===== config.mk =====
export PLATFORM = sky130hd
export DESIGN_NAME = rssi_proximity_kill_switch_flat
export DESIGN_NICKNAME = d
export VERILOG_FILES = /design/src/rtl/rpks_pkg.sv /design/src/rtl/rpks_in_if.sv /design/src/rtl/rpks_out_if.sv /design/src/rtl/rpks_avg.sv /design/src/rtl/rssi_proximity_kill_switch.sv /design/src/flat_wrapper.sv
export SDC_FILE = /design/constraint.sdc
export NUM_CORES = 1
export LEC_CHECK = 0
export BUFFER_PORTS_ARGS = -buffer_cell sky130_fd_sc_hd__buf_4
export CAP_MARGIN = 40
export CORE_MARGIN = 2
export CORE_UTILIZATION = 40
export DETAILED_ROUTE_END_ITERATION = 8
export HOLD_SLACK_MARGIN = 0.12
export PLACE_DENSITY_LB_ADDON = 0.05
export SLEW_MARGIN = 20
export SYNTH_ARGS = -nofsm -noshare
export SYNTH_HDL_FRONTEND = slang
export SYNTH_SLANG_ARGS = --single-unit

===== constraint.sdc =====
create_clock -name clk -period 6.9 [get_ports clk]
set_input_delay 0.345 -clock clk [delete_from_list [all_inputs] [get_ports clk]]
set_output_delay 0.345 -clock clk [all_outputs]
set_load 0.01 [all_outputs]

===== src/rtl/rpks_pkg.sv =====
// Package for the RSSI proximity kill switch.
// Holds the shared widths, reset values, codes and the request and response
// types of the averaging unit. Depends on nothing.
`default_nettype none

package rpks_pkg;

  localparam int WINDOW_LEN_DEF   = 10;
  localparam int KILL_REPEATS_DEF = 3;

  localparam int RSSI_W    = 8;
  localparam int DEBOUNCE_W = 10;
  localparam int TIMEOUT_W = 14;
  localparam int AGE_W     = 16;
  localparam int CFG_W     = 14;
  localparam int CFG_IDX_W = 2;
  localparam int LED_W     = 2;

  localparam logic signed [RSSI_W-1:0] CUTOFF_RST  = -8'sd25;
  localparam logic signed [RSSI_W-1:0] FLOOR_RST   = -8'sd80;
  localparam logic signed [RSSI_W-1:0] AVERAGE_RST = -8'sd128;
  localparam logic [DEBOUNCE_W-1:0]    DEBOUNCE_RST = 10'd50;
  localparam logic [TIMEOUT_W-1:0]     TIMEOUT_RST  = 14'd500;
  localparam logic [AGE_W-1:0]         AGE_MAX      = 16'hFFFF;

  localparam logic [CFG_IDX_W-1:0] CFG_CUTOFF   = 2'd0;
  localparam logic [CFG_IDX_W-1:0] CFG_FLOOR    = 2'd1;
  localparam logic [CFG_IDX_W-1:0] CFG_DEBOUNCE = 2'd2;
  localparam logic [CFG_IDX_W-1:0] CFG_TIMEOUT  = 2'd3;

  localparam logic OP_TICK   = 1'b0;
  localparam logic OP_PACKET = 1'b1;

  localparam logic [LED_W-1:0] LED_OFF    = 2'd0;
  localparam logic [LED_W-1:0] LED_LINKED = 2'd1;
  localparam logic [LED_W-1:0] LED_RED    = 2'd2;
  localparam logic [LED_W-1:0] LED_YELLOW = 2'd3;

  typedef struct packed {
    logic              start;
    logic              clear;
    logic [RSSI_W-1:0] sample;
  } avg_req_t;

  typedef struct packed {
    logic              done;
    logic [RSSI_W-1:0] average;
  } avg_rsp_t;

endpackage

`default_nettype wire


===== src/rtl/rpks_in_if.sv =====
// Input channel of the kill switch: one tick or one received packet per beat.
// Depends on rpks_pkg for the field widths.
`default_nettype none

interface rpks_in_if;
  logic                                valid;
  logic                                ready;
  logic                                operation;
  logic                                button_level;
  logic signed [rpks_pkg::RSSI_W-1:0]  rssi;

  modport source (output valid, output operation, output button_level, output rssi,
                  input ready);
  modport sink (input valid, input operation, input button_level, input rssi,
                output ready);
endinterface

`default_nettype wire


===== src/rtl/rpks_out_if.sv =====
// Result channel of the kill switch: one status or kill result per beat.
// Depends on rpks_pkg for the field widths.
`default_nettype none

interface rpks_out_if;
  logic                               valid;
  logic                               ready;
  logic [rpks_pkg::LED_W-1:0]         led_state;
  logic                               kill_send;
  logic                               armed;
  logic                               connected;
  logic signed [rpks_pkg::RSSI_W-1:0] average_rssi;
  logic                               last;

  modport source (output valid, output led_state, output kill_send, output armed,
                  output connected, output average_rssi, output last, input ready);
  modport sink (input valid, input led_state, input kill_send, input armed,
                input connected, input average_rssi, input last, output ready);
endinterface

`default_nettype wire


===== src/rtl/rpks_avg.sv =====
// Averaging unit: RSSI ring buffer, then a sequential sum and restoring division
// that share one adder/subtractor. Depends on rpks_pkg.
`default_nettype none

module rpks_avg #(
  parameter int WINDOW_LEN = rpks_pkg::WINDOW_LEN_DEF
) (
  input  wire                clk,
  input  wire                rst,
  input  rpks_pkg::avg_req_t req,
  output rpks_pkg::avg_rsp_t rsp
);

  localparam int IW = (WINDOW_LEN > 1) ? $clog2(WINDOW_LEN) : 1;
  localparam int CW = $clog2(WINDOW_LEN + 1);
  localparam int MW = $clog2(WINDOW_LEN * 128 + 1);
  localparam int SW = MW + 1;
  localparam int AW = MW + 2;
  localparam int STW = $clog2(MW);
  localparam int RW = rpks_pkg::RSSI_W;

  typedef enum logic [4:0] {
    A_IDLE = 5'b00001,
    A_SUM  = 5'b00010,
    A_ABS  = 5'b00100,
    A_DIV  = 5'b01000,
    A_SIGN = 5'b10000
  } avg_state_t;

  avg_state_t state;

  logic [RW-1:0] ram [WINDOW_LEN];
  logic [RW-1:0] rd;
  logic          rd_ok;
  logic [IW-1:0] slot;
  logic          full;
  logic [CW-1:0] count;
  logic [CW-1:0] idx;
  logic [SW-1:0] acc;
  logic [MW-1:0] quo;
  logic [CW-1:0] rem;
  logic [STW-1:0] step;
  logic          neg;
  logic          done;
  logic [RW-1:0] average;

  logic          wrap;
  logic          more;
  logic [CW:0]   rem_sh;
  logic [AW-1:0] alu_a;
  logic [AW-1:0] alu_b;
  logic          alu_sub;
  logic [AW-1:0] alu_y;

  assign wrap   = (slot == IW'(WINDOW_LEN - 1));
  assign more   = (idx < count);
  assign rem_sh = {rem, quo[MW-1]};

  // The shared adder/subtractor of the unit; the state picks its operands.
  always_comb begin
    alu_a   = '0;
    alu_b   = '0;
    alu_sub = 1'b0;
    case (state)
      A_SUM: begin
        alu_a = {{(AW-SW){acc[SW-1]}}, acc};
        alu_b = {{(AW-RW){rd[RW-1]}}, rd};
      end
      A_ABS: begin
        alu_b   = {{(AW-SW){acc[SW-1]}}, acc};
        alu_sub = 1'b1;
      end
      A_DIV: begin
        alu_a   = {{(AW-CW-1){1'b0}}, rem_sh};
        alu_b   = {{(AW-CW){1'b0}}, count};
        alu_sub = 1'b1;
      end
      A_SIGN: begin
        alu_b   = {{(AW-MW){1'b0}}, quo};
        alu_sub = 1'b1;
      end
      default: begin
        alu_a = '0;
      end
    endcase
    alu_y = alu_sub ? (alu_a - alu_b) : (alu_a + alu_b);
  end

  always_ff @(posedge clk) begin
    rd <= ram[idx[IW-1:0]];
    if (req.start) begin
      ram[slot] <= req.sample;
    end
  end

  always_ff @(posedge clk) begin
    if (rst) begin
      state <= A_IDLE;
      slot  <= '0;
      full  <= 1'b0;
      done  <= 1'b0;
      rd_ok <= 1'b0;
    end else begin
      done <= 1'b0;
      case (state)
        A_IDLE: begin
          if (req.clear) begin
            slot <= '0;
            full <= 1'b0;
          end else if (req.start) begin
            slot  <= wrap ? '0 : slot + 1'b1;
            full  <= full | wrap;
            count <= (full || wrap) ? CW'(WINDOW_LEN) : CW'(slot) + 1'b1;
            idx   <= '0;
            rd_ok <= 1'b0;
            acc   <= '0;
            state <= A_SUM;
          end
        end
        A_SUM: begin
          if (more) begin
            idx <= idx + 1'b1;
          end
          rd_ok <= more;
          if (rd_ok) begin
            acc <= alu_y[SW-1:0];
          end
          if (!more && !rd_ok) begin
            state <= A_ABS;
          end
        end
        A_ABS: begin
          neg   <= acc[SW-1];
          quo   <= acc[SW-1] ? alu_y[MW-1:0] : acc[MW-1:0];
          rem   <= '0;
          step  <= '0;
          state <= A_DIV;
        end
        A_DIV: begin
          if (!alu_y[AW-1]) begin
            rem <= alu_y[CW-1:0];
            quo <= {quo[MW-2:0], 1'b1};
          end else begin
            rem <= rem_sh[CW-1:0];
            quo <= {quo[MW-2:0], 1'b0};
          end
          step <= step + 1'b1;
          if (step == STW'(MW - 1)) begin
            state <= A_SIGN;
          end
        end
        A_SIGN: begin
          average <= neg ? alu_y[RW-1:0] : quo[RW-1:0];
          done    <= 1'b1;
          state   <= A_IDLE;
        end
        default: begin
          state <= A_IDLE;
        end
      endcase
    end
  end

  assign rsp.done    = done;
  assign rsp.average = average;

endmodule

`default_nettype wire


===== src/rtl/rssi_proximity_kill_switch.sv =====
// Top level of the RSSI proximity kill switch: button debounce, link timer,
// arming and kill control, result register. Depends on rpks_pkg, the two
// channel interfaces and rpks_avg.
`default_nettype none

// A tick, an ignored packet and a packet below the floor each give a single
// status result, registered at the edge that takes the beat. A packet that
// enters the window goes through the averaging unit, which adds the filled
// entries one per cycle from its window memory and then divides one quotient
// bit per cycle on the same adder. A kill then gives KILL_REPEATS results,
// one per cycle while they are taken. The input is not ready while a packet
// is being averaged or kill results go out.
module rssi_proximity_kill_switch #(
  parameter int WINDOW_LEN   = rpks_pkg::WINDOW_LEN_DEF,
  parameter int KILL_REPEATS = rpks_pkg::KILL_REPEATS_DEF
) (
  input  wire                             clk,
  input  wire                             rst,
  input  wire                             cfg_we,
  input  wire [rpks_pkg::CFG_IDX_W-1:0]   cfg_index,
  input  wire [rpks_pkg::CFG_W-1:0]       cfg_data,
  rpks_in_if.sink                         item,
  rpks_out_if.source                      result
);

  localparam int KW = $clog2(KILL_REPEATS + 1);
  localparam int RW = rpks_pkg::RSSI_W;
  localparam int GW = rpks_pkg::AGE_W;

  typedef enum logic [2:0] {
    T_IDLE = 3'b001,
    T_AVG  = 3'b010,
    T_EMIT = 3'b100
  } top_state_t;

  top_state_t state;

  logic signed [RW-1:0]                  cutoff;
  logic signed [RW-1:0]                  floor_lvl;
  logic [rpks_pkg::DEBOUNCE_W-1:0]       debounce;
  logic [rpks_pkg::TIMEOUT_W-1:0]        timeout;

  logic                 armed;
  logic                 killed;
  logic                 raw_prev;
  logic                 stable;
  logic [GW-1:0]        steady_age;
  logic [GW-1:0]        link_age;
  logic signed [RW-1:0] held_average;
  logic [KW-1:0]        kcnt;

  logic                          res_valid;
  logic [rpks_pkg::LED_W-1:0]    res_led;
  logic                          res_kill;
  logic                          res_armed;
  logic                          res_conn;
  logic [RW-1:0]                 res_avg;
  logic                          res_last;

  logic                 accept;
  logic                 out_free;
  logic                 is_tick;
  logic                 live;
  logic                 below_floor;
  logic [GW-1:0]        steady_next;
  logic [GW-1:0]        link_tick;
  logic                 press_ok;
  logic                 toggle;
  logic                 armed_next;
  logic                 killed_next;
  logic [GW-1:0]        link_next;
  logic                 conn_next;
  logic                 conn_now;
  logic signed [RW-1:0] avg_new;
  logic                 kill_hit;
  logic                 res_load;

  rpks_pkg::avg_req_t avg_req;
  rpks_pkg::avg_rsp_t avg_rsp;

  function automatic logic [rpks_pkg::LED_W-1:0] led_code(input logic k, input logic a,
                                                          input logic c);
    logic [rpks_pkg::LED_W-1:0] code;
    if (k) begin
      code = rpks_pkg::LED_YELLOW;
    end else if (!a) begin
      code = rpks_pkg::LED_OFF;
    end else if (c) begin
      code = rpks_pkg::LED_LINKED;
    end else begin
      code = rpks_pkg::LED_RED;
    end
    return code;
  endfunction

  assign out_free   = !res_valid || result.ready;
  assign item.ready = (state == T_IDLE) && out_free;
  assign accept     = item.valid && item.ready;

  always_comb begin
    is_tick     = (item.operation == rpks_pkg::OP_TICK);
    live        = armed && !killed;
    below_floor = (item.rssi < floor_lvl);

    if (item.button_level != raw_prev) begin
      steady_next = '0;
    end else if (steady_age == rpks_pkg::AGE_MAX) begin
      steady_next = steady_age;
    end else begin
      steady_next = steady_age + 1'b1;
    end
    press_ok = (steady_next > GW'(debounce)) && (item.button_level != stable);
    toggle   = press_ok && !item.button_level;
    link_tick = (link_age == rpks_pkg::AGE_MAX) ? link_age : link_age + 1'b1;

    if (is_tick) begin
      armed_next  = armed ^ toggle;
      killed_next = killed && !toggle;
      link_next   = link_tick;
    end else begin
      armed_next  = armed;
      killed_next = killed;
      link_next   = live ? '0 : link_age;
    end
    conn_next = (link_next < GW'(timeout));
    conn_now  = (link_age < GW'(timeout));

    avg_new  = $signed(avg_rsp.average);
    kill_hit = (avg_new > cutoff);

    avg_req.start  = accept && !is_tick && live && !below_floor;
    avg_req.clear  = accept && is_tick && toggle;
    avg_req.sample = item.rssi;

    case (state)
      T_IDLE:  res_load = accept && !avg_req.start;
      T_AVG:   res_load = avg_rsp.done && !kill_hit;
      T_EMIT:  res_load = out_free;
      default: res_load = 1'b0;
    endcase
  end

  rpks_avg #(
    .WINDOW_LEN (WINDOW_LEN)
  ) u_avg (
    .clk (clk),
    .rst (rst),
    .req (avg_req),
    .rsp (avg_rsp)
  );

  always_ff @(posedge clk) begin
    if (rst) begin
      cutoff    <= rpks_pkg::CUTOFF_RST;
      floor_lvl <= rpks_pkg::FLOOR_RST;
      debounce  <= rpks_pkg::DEBOUNCE_RST;
      timeout   <= rpks_pkg::TIMEOUT_RST;
    end else if (cfg_we) begin
      case (cfg_index)
        rpks_pkg::CFG_CUTOFF:   cutoff    <= cfg_data[RW-1:0];
        rpks_pkg::CFG_FLOOR:    floor_lvl <= cfg_data[RW-1:0];
        rpks_pkg::CFG_DEBOUNCE: debounce  <= cfg_data[rpks_pkg::DEBOUNCE_W-1:0];
        rpks_pkg::CFG_TIMEOUT:  timeout   <= cfg_data[rpks_pkg::TIMEOUT_W-1:0];
        default:                cutoff    <= cutoff;
      endcase
    end
  end

  always_ff @(posedge clk) begin
    if (rst) begin
      state        <= T_IDLE;
      armed        <= 1'b0;
      killed       <= 1'b0;
      raw_prev     <= 1'b1;
      stable       <= 1'b1;
      steady_age   <= '0;
      link_age     <= rpks_pkg::AGE_MAX;
      held_average <= rpks_pkg::AVERAGE_RST;
      kcnt         <= '0;
      res_valid    <= 1'b0;
    end else begin
      res_valid <= res_load || (res_valid && !result.ready);
      case (state)
        T_IDLE: begin
          if (accept) begin
            armed    <= armed_next;
            killed   <= killed_next;
            link_age <= link_next;
            if (is_tick) begin
              steady_age <= steady_next;
              raw_prev   <= item.button_level;
              if (press_ok) begin
                stable <= item.button_level;
              end
            end
            if (avg_req.start) begin
              state <= T_AVG;
            end else begin
              res_led   <= led_code(killed_next, armed_next, conn_next);
              res_kill  <= 1'b0;
              res_armed <= armed_next;
              res_conn  <= conn_next;
              res_avg   <= held_average;
              res_last  <= 1'b1;
            end
          end
        end
        T_AVG: begin
          if (avg_rsp.done) begin
            held_average <= avg_new;
            if (kill_hit) begin
              killed <= 1'b1;
              kcnt   <= '0;
              state  <= T_EMIT;
            end else begin
              res_led   <= led_code(1'b0, armed, conn_now);
              res_kill  <= 1'b0;
              res_armed <= armed;
              res_conn  <= conn_now;
              res_avg   <= avg_new;
              res_last  <= 1'b1;
              state     <= T_IDLE;
            end
          end
        end
        T_EMIT: begin
          if (out_free) begin
            res_led   <= led_code(killed, armed, conn_now);
            res_kill  <= 1'b1;
            res_armed <= armed;
            res_conn  <= conn_now;
            res_avg   <= held_average;
            res_last  <= (kcnt == KW'(KILL_REPEATS - 1));
            kcnt      <= kcnt + 1'b1;
            if (kcnt == KW'(KILL_REPEATS - 1)) begin
              state <= T_IDLE;
            end
          end
        end
        default: begin
          state <= T_IDLE;
        end
      endcase
    end
  end

  assign result.valid        = res_valid;
  assign result.led_state    = res_led;
  assign result.kill_send    = res_kill;
  assign result.armed        = res_armed;
  assign result.connected    = res_conn;
  assign result.average_rssi = res_avg;
  assign result.last         = res_last;

endmodule

`default_nettype wire


===== src/flat_wrapper.sv =====
// flat-port wrapper written by rule: the top's interface ports become plain ports
module rssi_proximity_kill_switch_flat 
#(
  parameter int WINDOW_LEN   = rpks_pkg::WINDOW_LEN_DEF,
  parameter int KILL_REPEATS = rpks_pkg::KILL_REPEATS_DEF
)
  (clk, rst, cfg_we, cfg_index, cfg_data, item_valid, item_operation, item_button_level, item_rssi, item_ready, result_valid, result_led_state, result_kill_send, result_armed, result_connected, result_average_rssi, result_last, result_ready);
  rpks_in_if item_i ();
  rpks_out_if result_i ();
  input  wire clk;
  input  wire rst;
  input  wire cfg_we;
  input  wire [rpks_pkg::CFG_IDX_W-1:0] cfg_index;
  input  wire [rpks_pkg::CFG_W-1:0] cfg_data;
  input wire logic [$bits(item_i.valid)-1:0] item_valid;
  input wire logic [$bits(item_i.operation)-1:0] item_operation;
  input wire logic [$bits(item_i.button_level)-1:0] item_button_level;
  input wire logic [$bits(item_i.rssi)-1:0] item_rssi;
  output wire logic [$bits(item_i.ready)-1:0] item_ready;
  output wire logic [$bits(result_i.valid)-1:0] result_valid;
  output wire logic [$bits(result_i.led_state)-1:0] result_led_state;
  output wire logic [$bits(result_i.kill_send)-1:0] result_kill_send;
  output wire logic [$bits(result_i.armed)-1:0] result_armed;
  output wire logic [$bits(result_i.connected)-1:0] result_connected;
  output wire logic [$bits(result_i.average_rssi)-1:0] result_average_rssi;
  output wire logic [$bits(result_i.last)-1:0] result_last;
  input wire logic [$bits(result_i.ready)-1:0] result_ready;
  assign item_i.valid = item_valid;
  assign item_i.operation = item_operation;
  assign item_i.button_level = item_button_level;
  assign item_i.rssi = item_rssi;
  assign item_ready = item_i.ready;
  assign result_valid = result_i.valid;
  assign result_led_state = result_i.led_state;
  assign result_kill_send = result_i.kill_send;
  assign result_armed = result_i.armed;
  assign result_connected = result_i.connected;
  assign result_average_rssi = result_i.average_rssi;
  assign result_last = result_i.last;
  assign result_i.ready = result_ready;
  rssi_proximity_kill_switch #(.WINDOW_LEN(WINDOW_LEN), .KILL_REPEATS(KILL_REPEATS)) u_core (.clk(clk), .rst(rst), .cfg_we(cfg_we), .cfg_index(cfg_index), .cfg_data(cfg_data), .item(item_i), .result(result_i));
endmodule

Yosys cells after proc, flatten, opt, wreduce, memory -nomap -nowiden
Memories as Yosys holds them, arrays and structs flattened. A register that Yosys moved wholly into a read port is not among the register bits.
Index checks and enable logic that the tools add are counted.
{"block": "totals", "reg_bits": 164, "ramBits": 80, "inputBits": 31, "out_inout_bits": 16, "word_cells": 242, "memories": 1}
{"block": "classes", "add_sub_neg": 8, "order_cmp": 6, "eq_ne": 32, "muxes": 100, "bitwise": 5, "n_reduce_logical": 57}
{"memory": "u_core.u_avg.ram", "words": 10, "word_bits": 8, "read_ports": 1, "rd_ports_with_merged_regs": 1, "wr": 1, "line_no": "rpks_avg.sv:32", "source": "logic [RW-1:0] ram [WINDOW_LEN];"}
{"cell": "$mux 16", "count": 5}
{"cell": "$pmux 13 s4", "count": 1}
{"cell": "$mux 8", "count": 6}
{"cell": "$mux 12", "count": 3}
{"cell": "$mux 1", "count": 34}
{"cell": "$add 16x1->16 const B", "count": 2}
{"cell": "$eq 16x16->1 const B", "count": 2}
{"cell": "$lt 16x14->1", "count": 2}
{"cell": "$mux 2", "count": 14}
{"cell": "$mux 4", "count": 7}
{"cell": "$pmux 13 s2", "count": 1}
{"cell": "$pmux 12 s2", "count": 1}
{"cell": "$pmux 4 s2", "count": 3}
{"cell": "$pmux 8 s3", "count": 1}
{"cell": "$pmux 11 s2", "count": 1}
{"cell": "$mux 5", "count": 4}
{"cell": "$pmux 5 s4", "count": 1}
{"cell": "$reduce_and 2->1", "count": 10}
{"cell": "$reduce_and 4->1", "count": 5}
{"cell": "$mux 3", "count": 6}
{"cell": "$gt 16x10->1", "count": 1}
{"cell": "$ne 2x2->1 const B", "count": 8}
{"cell": "$logic_and 1x1->1", "count": 15}
{"cell": "$pmux 1 s3", "count": 5}
{"cell": "38 further kinds", "count": 70}

Longest topological paths before layout
{"block": "depth", "ltp_word": 13, "ltp_mapped": 18, "mapped_depth_nobuf": 18}

Modules after synthesis
From an unflattened synthesis, not the netlist that was laid out.
{"block": "hier_totals", "cells_unflattened": 1323, "area_unflattened_um2": 13213.9}
{"module": "rpks_avg", "instances": 1, "cells_each": 539, "area_each_um2": 7076.8, "seq_area_each_um2": 4244.1}
{"module": "rssi_proximity_kill_switch", "instances": 1, "cells_each": 784, "area_each_um2": 6137.1, "seq_area_each_um2": 2222.1}

Least setup slack after synthesis
Ideal clock, no wire load.
{"block": "synth_timing", "path_type": "input to register", "start": "in item_rssi[5]", "end": "reg u_core.res_armed (netlist: u_core.result.armed) (enable)", "setup_ns": 0.463, "t_arrival_ns": 4.083, "t_required_ns": 6.437, "slack_ns": 2.353, "cell_stages": 8, "path_buffers": 0, "cell_sequence": "ha_1 -> a21oi_1 -> nor2b_1 -> a41oi_1 -> o21ai_0 -> o41ai_2 -> nand2_1 -> a2111oi_0"}
{"block": "synth_between", "elab_chain_len": 5}
{"item": "start: declaration", "line_no": "flat_wrapper.sv:18", "source": "input wire logic [$bits(item_i.rssi)-1:0] item_rssi;"}
{"item": "$lt 8x8->1", "line_no": "rssi_proximity_kill_switch.sv:103", "source": "below_floor = (item.rssi < floor_lvl);"}
{"item": "$logic_not 1->1", "line_no": "rssi_proximity_kill_switch.sv:131", "source": "avg_req.start = accept && !is_tick && live && !below_floor;"}
{"item": "$logic_and 1x1->1", "line_no": "rssi_proximity_kill_switch.sv:131"}
{"item": "$ne 2x2->1 (no source line)"}
{"item": "$reduce_and 7->1 (no source line)"}
{"item": "end signal: assignment", "line_no": "rssi_proximity_kill_switch.sv:201", "source": "res_armed <= armed_next;"}
{"item": "end signal: assignment", "line_no": "rssi_proximity_kill_switch.sv:218", "source": "res_armed <= armed;"}
{"item": "end signal: assignment", "line_no": "rssi_proximity_kill_switch.sv:230", "source": "res_armed <= armed;"}
{"item": "end: declaration", "line_no": "rssi_proximity_kill_switch.sv:55", "source": "logic res_armed;"}
No other way between the ends.
A chain may end at the register's enable or synchronous reset.

Worst setup path after layout
{"block": "layout_timing", "start": "reg u_core.steady_age[0]", "end": "reg u_core.res_led, in the netlist u_core.result.led_state[0], data pin"}
{"block": "layout_between", "elab_chain_len": 13, "word_cells_on_any_way": 17, "cone_classes": "1 x add/sub; 1 x order compare; 1 x eq/ne; 9 x mux; 1 x bitwise; 4 x reduce/logical"}
{"item": "start: declaration", "line_no": "rssi_proximity_kill_switch.sv:47", "source": "logic [GW-1:0] steady_age;"}
{"item": "start signal: assignment", "line_no": "rssi_proximity_kill_switch.sv:190", "source": "steady_age <= steady_next;"}
{"item": "$add 16x1->16 / $eq 16x16->1 (equally long branches)", "line_no": "rssi_proximity_kill_switch.sv:110, rssi_proximity_kill_switch.sv:107"}
{"item": "$mux 16 (*)", "line_no": "rssi_proximity_kill_switch.sv:107", "source": "end else if (steady_age == rpks_pkg::AGE_MAX) begin"}
{"item": "$mux 16 (*)", "line_no": "rssi_proximity_kill_switch.sv:105", "source": "if (item.button_level != raw_prev) begin"}
{"item": "named net u_core.steady_next[7]", "line_no": "rssi_proximity_kill_switch.sv:65", "source": "logic [GW-1:0] steady_next;"}
{"item": "$gt 16x10->1 (*)", "line_no": "rssi_proximity_kill_switch.sv:112", "source": "press_ok = (steady_next > GW'(debounce)) && (item.button_level != stable);"}
{"item": "$logic_and 1x1->1 (*)", "line_no": "rssi_proximity_kill_switch.sv:112"}
{"item": "$logic_and 1x1->1 (*)", "line_no": "rssi_proximity_kill_switch.sv:113", "source": "toggle = press_ok && !item.button_level;"}
{"item": "$xor 1x1->1 / $logic_not 1->1 (equally long branches)", "line_no": "rssi_proximity_kill_switch.sv:117, rssi_proximity_kill_switch.sv:118"}
{"item": "$mux 1 / $logic_and 1x1->1 (equally long branches)", "line_no": "rssi_proximity_kill_switch.sv:116, rssi_proximity_kill_switch.sv:118"}
{"item": "$mux 2 / $mux 1 (equally long branches)", "line_no": "rssi_proximity_kill_switch.sv:86, rssi_proximity_kill_switch.sv:116"}
{"item": "$mux 2 (*)", "line_no": "rssi_proximity_kill_switch.sv:84", "source": "if (k) begin"}
{"item": "$mux 2 (*)", "line_no": "rssi_proximity_kill_switch.sv:196", "source": "if (avg_req.start) begin"}
{"item": "$mux 2 (*)", "line_no": "rssi_proximity_kill_switch.sv:185", "source": "if (accept) begin"}
{"item": "$pmux 2 s3 (*)", "line_no": "rssi_proximity_kill_switch.sv:183", "source": "case (state)"}
{"item": "end signal: assignment", "line_no": "rssi_proximity_kill_switch.sv:199", "source": "res_led <= led_code(killed_next, armed_next, conn_next);"}
{"item": "end signal: assignment", "line_no": "rssi_proximity_kill_switch.sv:216", "source": "res_led <= led_code(1'b0, armed, conn_now);"}
{"item": "end signal: assignment", "line_no": "rssi_proximity_kill_switch.sv:228", "source": "res_led <= led_code(killed, armed, conn_now);"}
{"item": "end: declaration", "line_no": "rssi_proximity_kill_switch.sv:53", "source": "logic [rpks_pkg::LED_W-1:0] res_led;"}
Mark *: on every way through the listed nets, which the timed path passes. The rest lies on a longest branch. The select of a mux whose other input is x is not followed.

==> results.json <==
{
  "core-area_um2": 32600,
  "setup-tns-final_ps": 0,
  "grt_start_max_net_pins": 52,
  "ys.flop_type": "edfxtp_1",
  "ant_nets": 0,
  "antenna_cells": 0,
  "worstSetupEndpointType": "flip-flop",
  "crit_type": "flip-flop to flip-flop",
  "final_common_cell": "nand2_1",
  "rsz0062_at_grt": "false",
  "drt-initial-drc-count": 636,
  "path_max_fanout": 10,
  "ff2ff_path_depth": 17,
  "clk_latency_ps": 570,
  "routed_wl_mm": 33.5,
  "relSlewSlack_pct": 44.6,
  "path_clk_slew_ps": 60,
  "hp-class": "input port to flip-flop",
  "dieWidth_um": 186,
  "syn_inst": 1351,
  "cp.arrival_ps": 4850,
  "pin_count": 47,
  "hold_slack_ps": 170,
  "finalCritPeriodShare_pct": 65.9,
  "die_h_um": 186,
  "period_needed_ps": 4550,
  "hold_violations": 0,
  "rows": 66,
  "holdPathEnd": "u_core.u_avg.rd_ok",
  "wl_per_cell_um": 17.9,
  "ys_async_sr_fraction_pct": 0,
  "layout-drive-gt1-share_pct": 11.4,
  "power_density_nw_per_um2": 225,
  "layout_common_cells": "199 x nand2_1, 142 x edfxtp_1, 110 x dfxtp_1",
  "ys_seq_area_share_pct": 48.6,
  "timing.rr.start": "u_core.steady_age[0]",
  "reg2reg_to": "u_core.result.led_state[0]",
  "finClkSkew_ps": 17.0,
  "crit_required_ps": 7200,
  "drc": 0,
  "synth_warnings": 0,
  "min_from": "rst",
  "area_growth_pct": 15.7,
  "vias_per_cell": 5.36,
  "tightest_slew_ps": 831,
  "status": "completed",
  "h-tree-depth": 1,
  "cts_resized": 0,
  "die_area_um2": 34700,
  "setup_viol": 0,
  "grt_pass1_wl_mm": 53.2,
  "cts.sinks": 252,
  "place.gp.congestion": 0.832,
  "num_vias": 10000,
  "final_nets": 1517,
  "maxCapViolCount": 0,
  "rrSetupSlack_ps": 2350,
  "antenna_found_initial": 0,
  "io_buffer_count": 46,
  "n_fill_cell": 3060,
  "min_delay_path_depth": 2,
  "dr.pass1.iters": 5,
  "track_usage_pct": 19.0,
  "post-dp-hpwl_mm": 23.5,
  "root_buffer": "clkbuf_16",
  "peakVddDrop_mv": 0.184,
  "synth_cell_types": 71,
  "fmax_ghz": 0.220,
  "initial_core_util_pct": 40.8,
  "avgSynthCellArea_um2": 9.84,
  "slew_violations": 0,
  "syn_area_um2": 13300,
  "synth-edff-count": 142,
  "cts_buffers": 29,
  "syn_nets": 1460,
  "cts_tree": "built",
  "critPathLaunchType": "flip-flop",
  "overflow": 0,
  "grt_pass1_vias": 9533,
  "leakage_nw": 5.92,
  "cts_buffer_depth": 3,
  "synth-seq-cells": 252
}
-- registers in the layout, indices dropped and copies added, names as in the netlist, 10 cells and up --
signal / cells
u_core.u_avg.ram: 80
u_core.steady_age: 16
u_core.u_avg.acc: 12
u_core.link_age: 16
u_core.timeout: 14
u_core.u_avg.quo: 11
u_core.debounce: 10
-- synth_stat cells (all sizes together), types with 14 or more instances --
cell | instances | area (um^2)
a211o | 22 | 193
a211oi | 18 | 135
a21o | 14 | 105
a21oi | 91 | 459
and2 | 14 | 87.6
and3 | 26 | 163
clkbuf | 56 | 211
dfxtp | 110 | 2200
edfxtp | 142 | 4260
ha | 77 | 963
inv | 66 | 248
mux2i | 29 | 290
mux4 | 16 | 360
nand2 | 199 | 747
nand2b | 17 | 106
nand3 | 41 | 205
nand3b | 19 | 143
nand4 | 16 | 106
nor2 | 94 | 353
nor2b | 22 | 138
nor3 | 36 | 190
o21ai | 71 | 355
xor2 | 15 | 131
-- cells by family after synthesis --
logic type / Yosys count / share of synthesized area, %
mux: 53 / 5.57
buf+inv: 131 / 3.77
simple gates: 532 / 19.5
fa+ha+maj: 78 / 7.40
flops: 252 / 48.6
xor+xnor: 27 / 1.78
compound gates: 278 / 13.3
-- power by group --
part	switching (mW)	internal (mW)	leakage, nW
combinational	0.156	0.108	3.26
sequential	0.0204	1.60	2.18
clock	0.637	0.934	0.474
total	0.813	2.64	5.92
-- cell type report --
class                   count  area [um^2]  share of cell area (%)
inverters                  66          248                    1.61
repair buffers             91          757                    4.92
well taps                 442          553                    3.59
flip-flops and latches    252         6470                    42.0
clock buffers              36          762                    4.95
multi-input cells         968         6400                    41.6
clock inverters            18          205                    1.33
-- worst max-delay path by stage --
stage,from,endpoint,slack [ps],depth (start not counted)
6_report,u_core.steady_age[0],u_core.result.led_state[0],2350,17
5_1_grt,u_core.steady_age[0],u_core.result.led_state[0],1880,16
4_1_cts,u_core.u_avg.state[2],u_core.u_avg.rem[2],1780,13
3_5_place_dp,u_core.u_avg.state[2],u_core.u_avg.rem[3],1840,13
3_3_place_gp,u_core.u_avg.state[4],u_core.u_avg.rem[1],2240,13
2_1_floorplan,item_rssi[5],u_core.result.armed,2350,8
-- layer usage --
| layer | part of all wire (%) | track usage (%) | wire (um) |
|---|---|---|---|
| met1 | 50 | 27.7 | 16800 |
| met2 | 45 | 30.4 | 15000 |
| met3 | 3.3 | 2.52 | 1120 |
| met4 | 1.7 | 3.78 | 561 |
| met5 | 0 | 0 | 0 |
-- through the flow --
step / instance area [um^2] / setup slack [ps] / utilization [%] / std cells / power [mW]
3_5_place_dp: 14200 / 1840 / 43.4 / 1792 / 1.91
3_3_place_gp: 14100 / 2240 / 43.3 / 1789 / 1.90
5_1_grt: 15400 / 1880 / 47.2 / 1873 / 3.58
4_1_cts: 15400 / 1780 / 47.1 / 1869 / 3.50
2_1_floorplan: 13300 / 2350 / - / 1351 / 1.81
6_report: 15400 / 2350 / 47.2 / 1873 / 3.46
-- what timing repair did --
action / in CTS / in global routing
endpoints found under the hold margin: 122 / 0
buffers inserted: 0 / 0
hold buffers: 23 / 0
-- critical path, stage by stage (launching register included) --
cell and delay (ps):
dfxtp_1 400, ha_1 240, nand4_1 180, nor4_1 450, clkbuf_2 240, or2_0 280
nor2_1 90, xnor2_1 130, nor2_1 70, ha_1 340, nand2_1 70, nor3_1 190
o21ai_0 120, a31oi_1 310, nor4_4 90, a21oi_2 570, nor2_1 100, or4_1 410
(Power assumes the default switching activity.)
